--- config.mk ---
export PLATFORM = sky130hd
export DESIGN_NAME = utf8_byte_stream_decoder_unit
export DESIGN_NICKNAME = d
export VERILOG_FILES = /design/src/utf8d_pkg.sv /design/src/utf8_byte_stream_decoder_unit.sv
export SDC_FILE = /design/constraint.sdc
export NUM_CORES = 1
export LEC_CHECK = 0
export BUFFER_PORTS_ARGS = -buffer_cell sky130_fd_sc_hd__buf_4
export CAP_MARGIN = 20
export CORE_UTILIZATION = 25
export DETAILED_ROUTE_END_ITERATION = 7
export GPL_TIMING_DRIVEN = 0
export PLACE_DENSITY = 0.41
export SLEW_MARGIN = 20
export SYNTH_ARGS = -nofsm -noshare
export SYNTH_HDL_FRONTEND = slang
export SYNTH_SLANG_ARGS = --single-unit
--- constraint.sdc ---
create_clock -name clk -period 4 [get_ports clk]
set_input_delay 0.2 -clock clk [delete_from_list [all_inputs] [get_ports clk]]
set_output_delay 0.2 -clock clk [all_outputs]
set_load 0.02 [all_outputs]
--- src/utf8d_pkg.sv ---
// Shared types and codes for the UTF-8 byte stream decoder.
`timescale 1ns / 1ps
package utf8d_pkg;

	localparam int unsigned CP_W  = 31;
	localparam int unsigned LEN_W = 3;
	localparam int unsigned ST_W  = 3;

	localparam logic [ST_W-1:0] ST_OK        = 3'd0;
	localparam logic [ST_W-1:0] ST_BAD_LEAD  = 3'd1;
	localparam logic [ST_W-1:0] ST_BAD_CONT  = 3'd2;
	localparam logic [ST_W-1:0] ST_TRUNCATED = 3'd3;
	localparam logic [ST_W-1:0] ST_END       = 3'd4;

	localparam logic [1:0] CONT_TAG = 2'b10;

	typedef struct packed {
		logic [CP_W-1:0]  code_point;
		logic [LEN_W-1:0] seq_length;
		logic [ST_W-1:0]  status;
	} result_t;

endpackage

--- src/utf8_byte_stream_decoder_unit.sv ---
// UTF-8 byte stream decoder (six-byte form) with a two-entry result buffer.
//
// Usage:
//   Input channel (in_valid / in_stall) carries one beat per byte: in_byte, or
//   end_of_input high to mark end of stream. Output channel (out_valid /
//   out_stall) carries one beat per result: code_point, seq_length, status.
//   A lead or continuation byte that leaves a sequence open gives no beat;
//   a completed sequence, a bad lead, a bad continuation or an end marker
//   gives exactly one beat.
//   Throughput: one input beat per cycle while in_stall is low, set by the single
//   shift-and-mask update of the sequence registers.
//   Output: a result is registered into the result register, or into the skid
//   entry while the result register is held, when its input beat is taken.
//   Stall: a result register plus one skid entry part the two sides. The
//   input stalls only while the skid entry is full; it drains as soon as
//   the receiver takes the result register.
//   Reset: arst_n clears the sequence state to idle and empties both
//   result entries; the first byte after reset is taken as a lead byte.
`timescale 1ns / 1ps
module utf8_byte_stream_decoder_unit (
	input  logic                          clk,
	input  logic                          arst_n,
	input  logic                          in_valid,
	output logic                          in_stall,
	input  logic [7:0]                    in_byte,
	input  logic                          end_of_input,
	output logic                          out_valid,
	input  logic                          out_stall,
	output logic [utf8d_pkg::CP_W-1:0]   code_point,
	output logic [utf8d_pkg::LEN_W-1:0]  seq_length,
	output logic [utf8d_pkg::ST_W-1:0]   status
);
	import utf8d_pkg::*;

	logic [LEN_W-1:0] rem_q;
	logic [LEN_W-1:0] tot_q;
	logic [CP_W-1:0]  part_q;

	logic [LEN_W-1:0] rem_d;
	logic [LEN_W-1:0] tot_d;
	logic [CP_W-1:0]  part_d;
	logic [LEN_W-1:0] consumed;
	logic [CP_W-1:0]  part_cont;
	logic             has_res;
	result_t          res_d;

	result_t out_q;
	logic    out_valid_q;
	result_t skid_q;
	logic    skid_valid_q;

	logic in_take;
	logic out_take;

	assign in_stall  = skid_valid_q;
	assign in_take   = in_valid && !skid_valid_q;
	assign out_take  = out_valid_q && !out_stall;
	assign consumed  = tot_q - rem_q;
	assign part_cont = {part_q[CP_W-7:0], in_byte[5:0]};

	always_comb begin
		rem_d   = rem_q;
		tot_d   = tot_q;
		part_d  = part_q;
		has_res = 1'b0;
		res_d   = '{code_point: '0, seq_length: '0, status: ST_OK};
		if (end_of_input) begin
			has_res = 1'b1;
			rem_d   = '0;
			tot_d   = '0;
			part_d  = '0;
			if (rem_q != '0) begin
				res_d.seq_length = consumed;
				res_d.status     = ST_TRUNCATED;
			end else begin
				res_d.status = ST_END;
			end
		end else if (rem_q == '0) begin
			if (!in_byte[7]) begin
				has_res          = 1'b1;
				res_d.code_point = {{(CP_W-8){1'b0}}, in_byte};
				res_d.seq_length = 3'd1;
			end else if (!in_byte[6]) begin
				has_res          = 1'b1;
				res_d.seq_length = 3'd1;
				res_d.status     = ST_BAD_LEAD;
			end else if (!in_byte[5]) begin
				tot_d  = 3'd2;
				rem_d  = 3'd1;
				part_d = {{(CP_W-5){1'b0}}, in_byte[4:0]};
			end else if (!in_byte[4]) begin
				tot_d  = 3'd3;
				rem_d  = 3'd2;
				part_d = {{(CP_W-4){1'b0}}, in_byte[3:0]};
			end else if (!in_byte[3]) begin
				tot_d  = 3'd4;
				rem_d  = 3'd3;
				part_d = {{(CP_W-3){1'b0}}, in_byte[2:0]};
			end else if (!in_byte[2]) begin
				tot_d  = 3'd5;
				rem_d  = 3'd4;
				part_d = {{(CP_W-2){1'b0}}, in_byte[1:0]};
			end else begin
				tot_d  = 3'd6;
				rem_d  = 3'd5;
				part_d = {{(CP_W-1){1'b0}}, in_byte[0]};
			end
		end else if (in_byte[7:6] != CONT_TAG) begin
			has_res          = 1'b1;
			res_d.seq_length = consumed + 3'd1;
			res_d.status     = ST_BAD_CONT;
			rem_d            = '0;
			tot_d            = '0;
			part_d           = '0;
		end else if (rem_q == 3'd1) begin
			has_res          = 1'b1;
			res_d.code_point = part_cont;
			res_d.seq_length = tot_q;
			rem_d            = '0;
			tot_d            = '0;
			part_d           = '0;
		end else begin
			rem_d  = rem_q - 3'd1;
			part_d = part_cont;
		end
	end

	always_ff @(posedge clk or negedge arst_n) begin
		if (!arst_n) begin
			rem_q  <= '0;
			tot_q  <= '0;
			part_q <= '0;
		end else if (in_take) begin
			rem_q  <= rem_d;
			tot_q  <= tot_d;
			part_q <= part_d;
		end
	end

	always_ff @(posedge clk or negedge arst_n) begin
		if (!arst_n) begin
			out_valid_q  <= 1'b0;
			skid_valid_q <= 1'b0;
		end else if (skid_valid_q) begin
			if (out_take) begin
				out_valid_q  <= 1'b1;
				skid_valid_q <= 1'b0;
			end
		end else if (in_take && has_res) begin
			if (!out_valid_q || out_take) begin
				out_valid_q <= 1'b1;
			end else begin
				skid_valid_q <= 1'b1;
			end
		end else if (out_take) begin
			out_valid_q <= 1'b0;
		end
	end

	always_ff @(posedge clk) begin
		if (skid_valid_q) begin
			if (out_take) begin
				out_q <= skid_q;
			end
		end else if (in_take && has_res) begin
			if (!out_valid_q || out_take) begin
				out_q <= res_d;
			end else begin
				skid_q <= res_d;
			end
		end
	end

	assign out_valid  = out_valid_q;
	assign code_point = out_q.code_point;
	assign seq_length = out_q.seq_length;
	assign status     = out_q.status;

`ifndef NO_ASSERTIONS
	a_skid_needs_out: assert property (@(posedge clk) disable iff (!arst_n)
		skid_valid_q |-> out_valid_q)
		else $error("skid entry full while result register empty");

	a_rem_below_tot: assert property (@(posedge clk) disable iff (!arst_n)
		(rem_q != '0) |-> (rem_q < tot_q))
		else $error("remaining count not below sequence length");

	a_err_zero_cp: assert property (@(posedge clk) disable iff (!arst_n)
		(out_valid_q && (out_q.status != ST_OK)) |-> (out_q.code_point == '0))
		else $error("error result carries a code point");

	a_ok_has_len: assert property (@(posedge clk) disable iff (!arst_n)
		(out_valid_q && (out_q.status == ST_OK)) |-> (out_q.seq_length != '0))
		else $error("decoded result with zero length");

	a_end_drops_seq: assert property (@(posedge clk) disable iff (!arst_n)
		(in_take && end_of_input) |=> (rem_q == '0 && tot_q == '0))
		else $error("sequence state not idle after end marker");
`endif

endmodule

==> metrics.md, run 1 <==
| Metric | Value |
|---|---|
| DR WL/cell | `16.8 um` |
| Critical path endpoint category | `flop` |
| CTS max path bufs | `2` |
| Area of the multi-input gates | `1500 um^2` |
| Post-synthesis cell count | `338` |
| Post-Syn Area | `4680 um^2` |
| First-pass GRT wire length | `17000 um` |
| RSZ-0062 raised after global routing | `no` |
| Min Tclk post-route | `2850 ps` |
| CP max stage delay | `590 ps` |
| Peak VDD IR | `0.000248 V` |
| Fin. max-slew vios | `0` |
| Synth Flop Type | `edfxtp_1` |
| Sequential cell area | `3050 um^2` |
| Power Density | `738 nW/um^2` |
| Setup violators final | `0` |
| Routed Antenna Nets | `0` |
| Total CTS buffers | `9` |
| Design area | `5700 um^2` |
| Sequential share of the synthesized area | `65.2%` |
| EDFF count, synth | `74` |
| Core area | `18100 um^2` |
| TritonRoute pass-1 iters | `6` |
| Synthesized area per cell | `13.8 um^2` |
| Initial Utilization | `25.8%` |
| Violated checks | `DRC` |
| Synth unique cells | `48` |
| Antenna violations before repair | `0` |
| Most frequent cell on the critical path | `nor2_1` |
| Layout Nets | `420` |
| Synth-to-layout area growth | `21.9%` |
| Layout cell share with drive strength beyond 1 | `30.5%` |
| DRC | `6` |
| Crit-path cells | `inv_1, ha_1, nor2_1, o21a_1, nor2_1, nand2_1, a21boi_4, buf_16` |
| ANT cells | `0` |
| Max_cap viols | `0` |
| Leakage power total | `2.27 nW` |
| Synth area leaders | `edfxtp_1 (47%), dfrtp_1 (18%), mux2_2 (7.9%)` |
| Status | `finished, violations left` |
| Actual slew at the worst max-slew pin | `755 ps` |
| Setup TNS Final | `0 ps` |
| Worst Hold Class | `input port to flop` |
| Largest net degree at the start of global routing | `34` |
| Ys async rst share | `30.8%` |
| Clk_skew | `8.10 ps` |
| Switching Power | `1.53 mW` |
| Vias per cell | `4.48` |
| Tcrit/Tclk final | `71.2%` |
| Post-Place Cell Area | `5400 um^2` |
| Syn Nets | `357` |
| Dpl hpwl | `7640 um` |
| Min Hold Slack | `89.7 ps` |
| Synth warnings | `0` |
| Hold Vio Cnt, Final | `0` |
| CTS tree | `done` |
| Cell-internal power | `2.68 mW` |
| Fillers | `1850` |
| Relative slew slack | `49.7%` |
| Die footprint | `19300 um^2` |
| Gate power share | `39.3%` |
| Die W | `139 um` |
| Crit path required time | `4060 ps` |
| Row count | `49` |
| Clk Latency, worst-skew pair | `360 ps` |
| Critical Path Start Type | `flop` |
| Vias in the first global route | `2967` |
| Worst Path Max Fanout | `24` |
| FMAX | `0.351 GHz` |
| Clk pwr share | `21.2%` |
| Sw frac | `36.4%` |
| Share of the synthesized area in the top cell type | `47.5%` |
| Cell count of the worst hold path | `3` |
| Flops & latches, synth | `107` |
| Clock-pin slew on the worst setup and hold paths | `80 ps` |
| Iter 0 DRT Violations | `146` |
| CP max-delay cell | `a21boi_4` |
| I/O pin count | `52` |
| RePlAce Congestion | `0.840` |
| Final wirelength | `10700 um` |
| Clock Root Buffer | `clkbuf_16` |
| # Post-CTS Setup Buffers | `0` |
| Die Y | `139 um` |
| Global-route usage over all layers | `11.6%` |
| Reg2reg path depth | `8` |
| Sink Count | `107` |
| PortBufs | `49` |
| Sequential Power Share | `39.5%` |
| CP Class | `flop to flop` |
| Vias | `2847` |
| Largest area contributor in the netlist | `edfxtp_1` |
| Htree depth | `3` |
| Worst EP arrival | `2910 ps` |
| Congestion Overflow GR | `0` |
-- path summary, 6_finish.rpt --
kind,start,endpoint,slack (ps)
hold / removal,out_stall,out_valid,90
setup reg to reg,rem_q[1],seq_length[0],1150
min in group asynchronous,arst_n,rem_q[0],320
setup / recovery,rem_q[1],seq_length[0],1150
hold reg to reg,rem_q[1],rem_q[1],500
max in group asynchronous,arst_n,part_q[10],3350
-- flip-flops by register name, summed over array words and instances, names as in the netlist --
name / flops
part_q: 25
in_stall: 1
code_point: 31
out_valid: 1
tot_q: 3
rem_q: 3
skid_q: 37
seq_length: 3
status: 3
-- timing repair --
| item | CTS | global route |
|---|---|---|
| gates resized for setup | 0 | 0 |
| hold buffers | 1 | 0 |
| hold endpoints to repair | 33 | 0 |
-- area by class of cell --
class	instances	area share, %
sequential	107	53.4
clock buffer	10	4.39
tap	229	5.02
buffer	20	1.91
multi-input combinational	200	26.3
inverter	11	0.724
clock inverter	6	0.790
timing repair buffer	52	7.46
-- metal layers --
metal	vias to the layer above	GRT usage (%)	share of wire, %
met5	-	0	0
met4	0	5.26	1.8
met1	1397	15.4	47
met3	12	2.18	3.5
li1	1385	-	-
met2	53	18.5	48
-- critical path: cells and delay by family, from the launching register on --
kind            cells  cell delay, ps
compound gates      2             810
simple gates        3             500
fa+ha+maj           1             430
buf+inv             2             410
flops               1             380
-- stage by stage --
stage | worst slack, ps | utilization, % | power, mW | instances
final | 1150 | 31.4 | 4.21 | 635
after global routing | 916 | 31.4 | 4.47 | 635
after CTS | 1020 | 31.4 | 4.28 | 635
after detailed placement | 1050 | 29.8 | 3.38 | 618
after global placement | -959 | 29.4 | 3.33 | 616
after floorplan | 545 | - | 2.74 | 338
-- synth_stat cells, types with 5 or more instances --
library cell  number
edfxtp_1          74
dfrtp_1           33
mux2_2            33
nand2_1           25
and2_1            24
a22o_1            21
nor2_1            18
inv_1             11
a21oi_1           10
buf_2              8
clkbuf_1           7
o31ai_1            7
o21ai_0            6
ha_1               5
nor3_1             5
-- placed cells by master, fill, tap and decap left out, types with 2 or more instances in the layout --
cell type / instances
a31oi_1: 3
buf_4: 51
nand3_1: 3
clkbuf_16: 10
edfxtp_1: 74
nand2b_1: 3
xnor2_1: 2
a22o_1: 21
nor2_1: 17
buf_6: 2
nor3_1: 5
ha_1: 5
o21ai_0: 6
clkbuf_1: 7
clkinv_4: 2
nand2_1: 25
inv_1: 11
and3_1: 4
a32o_1: 3
a21oi_1: 10
o41ai_1: 2
mux2_2: 33
buf_2: 8
o22ai_1: 2
dfrtp_1: 33
nor2b_1: 3
o31ai_1: 7
and2_1: 24
-- power by group through the flow --
stage | logic (mW) | clock network [mW] | registers (mW)
floorplan | 0.840 | 0 | 1.90
global placement | 1.62 | 0 | 1.71
detailed placement | 1.68 | 0 | 1.69
CTS | 1.69 | 0.925 | 1.67
global route | 1.82 | 0.962 | 1.70
finish | 1.66 | 0.893 | 1.66
-- cell families (layout without fill, tap and decap cells) --
family                     Yosys count  after routing  synth area share (%)
AOI/OAI and AO/OA                   66             66                  11.0
and+or+nand+nor                     93             93                  10.5
xor gates and xnor gates             2              2                 0.375
buffers and inverters               31             99                  3.21
DFF                                107            107                  65.2
muxes                               33             33                  7.94
adders and majority gates            6              6                  1.77
Note: power is estimated with default switching activity, not from simulation.
==> inputs of run 2 (changes only) <==
clock period = 2.36 ns   (was 4 ns; I/O delays follow)
==> run 2 against run 1 <==
The run ends with DRC, setup timing left. Die area stayed put. Core utilization rose by 0.83 points. Cell count rose by 1.4%. First-iteration DRC count up 6.2%. Clock skew down 3.0 ps. Combinational power increased by 90%. Hold slack worse by 72 ps. Largest cell class unchanged. Largest power group is now combinational logic.
==> metrics.md, run 2 (synthesis gave the netlist of run 1 again) <==
| Metric | Value |
|---|---|
| Die footprint | `19300 um^2` |
| Die Y | `139 um` |
| Clock-pin slew on the worst setup and hold paths | `70 ps` |
| Crit-path cells | `inv_2, ha_4, inv_2, fa_2, ha_4, buf_6, a21oi_2, o32a_1, o41ai_2` |
| CP max-delay cell | `fa_2` |
| Power Total | `7.38 mW` |
| Htree depth | `3` |
| CP max stage delay | `590 ps` |
| Clock Root Buffer | `clkbuf_16` |
| Clk_skew | `5.06 ps` |
| Congestion Overflow GR | `0` |
| TritonRoute pass-1 iters | `8` |
| Antenna violations before repair | `0` |
| Worst EP arrival | `2550 ps` |
| Worst Hold Class | `input port to flop` |
| Final wirelength | `10800 um` |
| Layout cell share with drive strength beyond 1 | `34.7%` |
| Core area | `18100 um^2` |
| Min Tclk post-route | `2370 ps` |
| Critical path endpoint category | `flop` |
| Worst hold path startpoint | `out_stall` |
| Initial Utilization | `25.8%` |
| Status | `finished, violations left` |
| Max_cap viols | `0` |
| Vias in the first global route | `3001` |
| Buffers & Inverters on Critical Path | `3` |
| Global-route usage over all layers | `11.8%` |
| Layout Nets | `429` |
| Actual slew at the worst max-slew pin | `576 ps` |
| Fillers | `1841` |
| Crit-path leading delay family | `adder cells` |
| Commonest non-fill, non-tap cell in the layout | `edfxtp_1` |
| Vias per cell | `4.48` |
| Clk Latency, worst-skew pair | `350 ps` |
| CTS max path bufs | `2` |
| RePlAce Congestion | `0.822` |
| Area of the multi-input gates | `1590 um^2` |
| Vias | `2885` |
| Iter 0 DRT Violations | `155` |
| Top reg by flops | `skid_q` |
| Die W | `139 um` |
| Crit path required time | `2530 ps` |
| DRC | `7` |
| Fin. max-slew vios | `0` |
| RSZ-0062 raised after global routing | `yes` |
| Peak VDD IR | `0.000347 V` |
| Commonest cells after routing, fill and taps aside | `edfxtp_1 (74), buf_4 (56), mux2_2 (33), dfrtp_1 (33)` |
| ANT cells | `0` |
| Cell-internal power | `4.70 mW` |
| Clk pwr share | `19.0%` |
| Setup violators final | `1` |
| Sequential Power Share | `38.3%` |
| I/O pin count | `52` |
| CP Class | `flop to flop` |
| Critical path launch point | `tot_q[0]` |
| FMAX | `0.422 GHz` |
| Routed Antenna Nets | `0` |
| Tcrit/Tclk final | `101%` |
| First-pass GRT wire length | `17100 um` |
| Largest net degree at the start of global routing | `34` |
| Dpl hpwl | `7450 um` |
| Gate power share | `42.7%` |
| Setup TNS Final | `-12.5 ps` |
| Violated checks | `DRC, setup timing` |
| Hold Vio Cnt, Final | `0` |
| CTS tree | `done` |
| Total CTS buffers | `9` |
| Critical Path Start Type | `flop` |
| DP Worst Slack | `-490 ps` |
| PortBufs | `49` |
| Power Density | `1260 nW/um^2` |
| Sink Count | `107` |
| Setup ws final | `-12.5 ps` |
| R2R Path Start | `tot_q[0]` |
| Synth-to-layout area growth | `25.1%` |
| Leakage power total | `2.32 nW` |
| Relative slew slack | `61.6%` |
| Switching Power | `2.68 mW` |
| Worst Path Max Fanout | `4` |
| Sequential cell area | `3050 um^2` |
| DR WL/cell | `16.8 um` |
| Min Hold Slack | `17.4 ps` |
| Row count | `49` |
| Max reg flops | `37` |
| Sw frac | `36.4%` |
[run 2: final timing paths]
kind                       slack [ps]  cells past startpoint            end
setup reg to reg                  -10                      9  seq_length[2]
setup / recovery                  -10                      9  seq_length[2]
hold / removal                     20                      3       in_stall
hold reg to reg                   500                      2       rem_q[1]
max in group asynchronous        1800                      2     part_q[19]
min in group asynchronous         240                      2       tot_q[0]
[run 2: worst register-to-register path: cells and delay by family (launching register included)]
kind | cells | cell delay [ps]
compound gates | 3 | 700
flops | 1 | 410
fa+ha+maj | 3 | 870
buf+inv | 3 | 220
[run 2: power groups by stage]
| stage | Sequential, mW | Clock (mW) | Combinational (mW) |
|---|---|---|---|
| finish | 2.83 | 1.40 | 3.15 |
| detailed placement | 2.87 | 0 | 2.86 |
| floorplan | 3.21 | 0 | 1.47 |
| global placement | 2.87 | 0 | 2.79 |
| CTS | 2.83 | 1.45 | 3.03 |
| global route | 2.88 | 1.52 | 3.42 |
[run 2: final cells by class]
cell class / count / share of cell area [%]
Multi-Input combinational cell: 201 / 27.2
Sequential cell: 107 / 52.1
Inverter: 11 / 0.705
Clock inverter: 5 / 0.492
Tap cell: 229 / 4.89
Timing Repair Buffer: 60 / 8.78
Buffer: 20 / 1.90
Clock buffer: 11 / 3.98
[run 2: layer usage]
layer	global-route usage, %	vias up	part of all wire [%]	wire (um)
li1	-	1403	-	-
met1	15.0	1395	45	4930
met2	18.9	69	48	5160
met3	2.31	18	3.9	420
met4	6.61	0	3.0	330
met5	0	-	0	0
[run 2: stage by stage]
stage,utilization [%],cells,cell area [um^2]
floorplan,-,338,4710
global placement,29.6,616,5370
detailed placement,29.7,617,5390
CTS,31.8,642,5770
global route,32.3,644,5850
finish,32.3,644,5850
[run 2: what timing repair did]
item / CTS / global route
setup endpoints to repair: 75 / 38
hold endpoints to repair: 33 / 0
hold buffers: 1 / 0
cloned: 1 / 0
pin swaps: 4 / 4
buffers inserted: 7 / 2
gates resized for setup: 4 / 14
==> inputs of run 3 (changes only) <==
BUFFER_PORTS_ARGS = not set   (was -buffer_cell sky130_fd_sc_hd__buf_4)
DONT_BUFFER_PORTS = 1   (was not set)
PLACE_DENSITY = 0.39   (was 0.41)
==> run 3 against run 2 <==
The flow finishes with violations (DRC). First-iteration DRC count grew 30%. Via count is 2.5% lower. Wire length rose by 1.0%. Clock skew increased by 5.3 ps. Sequential power increased by 14%. Flip-flop and latch count did not move. Critical path depth is 1 lower. Largest cell class unchanged.
==> metrics.md, run 3 (synthesis gave the netlist of run 1 again) <==
| Metric | Value |
|---|---|
| CP max stage delay | `440 ps` |
| Row count | `49` |
| Final wirelength | `10900 um` |
| Vias | `2813` |
| CTS tree | `done` |
| Synth-to-layout area growth | `17.8%` |
| CP max-delay cell | `fa_1` |
| CP Class | `flop to flop` |
| Setup ws final | `110 ps` |
| Dpl hpwl | `7610 um` |
| Violated checks | `DRC` |
| Power Total | `6.95 mW` |
| Routed Antenna Nets | `0` |
| Antenna violations before repair | `0` |
| DP Worst Slack | `-533 ps` |
| Fin. max-slew vios | `0` |
| Critical path endpoint category | `flop` |
| Core area | `18100 um^2` |
| Tcrit/Tclk final | `95.4%` |
| RePlAce Congestion | `0.848` |
| Peak VDD IR | `0.000372 V` |
| Max_cap viols | `0` |
| I/O pin count | `52` |
| Commonest non-fill, non-tap cell in the layout | `edfxtp_1` |
| Actual slew at the worst max-slew pin | `553 ps` |
| Leakage power total | `2.12 nW` |
| Worst EP arrival | `2420 ps` |
| Clock Root Buffer | `clkbuf_16` |
| Design area | `5510 um^2` |
| Post-Place Cell Area | `5040 um^2` |
| Crit-path cells | `ha_1, inv_1, fa_1, ha_2, a21oi_1, a21oi_1, o32a_1, o41ai_2` |
| Critical Path Start Type | `flop` |
| Hold Vio Cnt, Final | `0` |
| Congestion Overflow GR | `0` |
| Worst Hold Class | `input port to flop` |
| Die W | `139 um` |
| DR WL/cell | `18.2 um` |
| RSZ-0062 raised after global routing | `no` |
| First-pass GRT wire length | `17400 um` |
| Sink Count | `107` |
| Total CTS buffers | `9` |
| Most frequent cell on the critical path | `a21oi_1` |
| Min Tclk post-route | `2250 ps` |
| Vias per cell | `4.69` |
| ANT cells | `0` |
| Die Y | `139 um` |
| Largest net degree at the start of global routing | `34` |
| Clock-pin slew on the worst setup and hold paths | `80 ps` |
| Relative slew slack | `62.9%` |
| Die footprint | `19300 um^2` |
| Worst Path Max Fanout | `4` |
| Clk_skew | `10.4 ps` |
| Iter 0 DRT Violations | `202` |
| Commonest cells after routing, fill and taps aside | `edfxtp_1 (74), mux2_2 (33), dfrtp_1 (33), nand2_1 (24), and2_1 (24)` |
| Layout cell share with drive strength beyond 1 | `24.5%` |
| PortBufs | `0` |
| Status | `finished, violations left` |
| Power Density | `1260 nW/um^2` |
| DRC | `7` |
| TritonRoute pass-1 iters | `8` |
| Global-route usage over all layers | `12.1%` |
| FMAX | `0.444 GHz` |
| Layout Nets | `385` |
| CTS max path bufs | `2` |
| Util after Layout | `30.4%` |
| Vias in the first global route | `2872` |
| Max reg flops | `37` |
| Top reg by flops | `skid_q` |
| Htree depth | `3` |
| Setup violators final | `0` |
| Initial Utilization | `25.8%` |
| Crit path required time | `2530 ps` |
| Clk Latency, worst-skew pair | `350 ps` |
run 3: what timing repair did:
action	4_1_cts	5_1_grt
hold buffers	8	0
hold endpoints to repair	40	0
resized for setup	3	5
endpoints found under the setup margin	64	58
buffers inserted	7	0
pin swaps	3	2
run 3: per-layer routing:
| metal | part of all wire, % | vias up | global-route usage [%] | wire (um) |
|---|---|---|---|---|
| met1 | 45 | 1418 | 15.6 | 4960 |
| met3 | 5.1 | 11 | 3.94 | 556 |
| met2 | 49 | 74 | 19.1 | 5320 |
| met4 | 1.1 | 0 | 3.74 | 116 |
| met5 | 0 | - | 0 | 0 |
| li1 | - | 1310 | - | - |
run 3: power by group:
| part | internal [mW] | leakage (nW) | switching (mW) |
|---|---|---|---|
| logic | 0.892 | 0.816 | 1.28 |
| clock network | 0.833 | 0.142 | 0.703 |
| registers | 2.65 | 1.16 | 0.589 |
| total | 4.38 | 2.12 | 2.57 |
run 3: stage by stage:
stage,instances,hold WS [ps],TNS (ps)
after global routing,600,20.0,0
after floorplan,338,-178,0
after detailed placement,569,-176,-19690
after CTS,600,8.67,0
after global placement,567,-176,-47830
final,600,24.8,0
run 3: layout make-up:
type	count	area, um^2
Multi-Input combinational cell	200	1530
Fill cell	1837	12600
Clock inverter	5	62.6
Sequential cell	107	3050
Tap cell	229	287
Inverter	11	41.3
Clock buffer	11	233
Buffer	20	111
Timing Repair Buffer	17	194
run 3: worst max-delay path, delay by kind of cell, from the launching register on:
kind                       cells  cell delay (ps)
buffers and inverters          1               70
DFF                            1              420
AOI/OAI and AO/OA              4              720
adders and majority gates      3              860
run 3: worst paths after layout:
path	startpoint	to	slack (ps)	cells after the start
min in group asynchronous	arst_n	tot_q[1]	200	2
max in group asynchronous	arst_n	part_q[0]	1950	2
setup reg to reg	rem_q[0]	seq_length[2]	110	8
hold reg to reg	rem_q[1]	rem_q[1]	510	2
setup / recovery	rem_q[0]	seq_length[2]	110	8
hold / removal	in_byte[6]	skid_q[1]	20	2
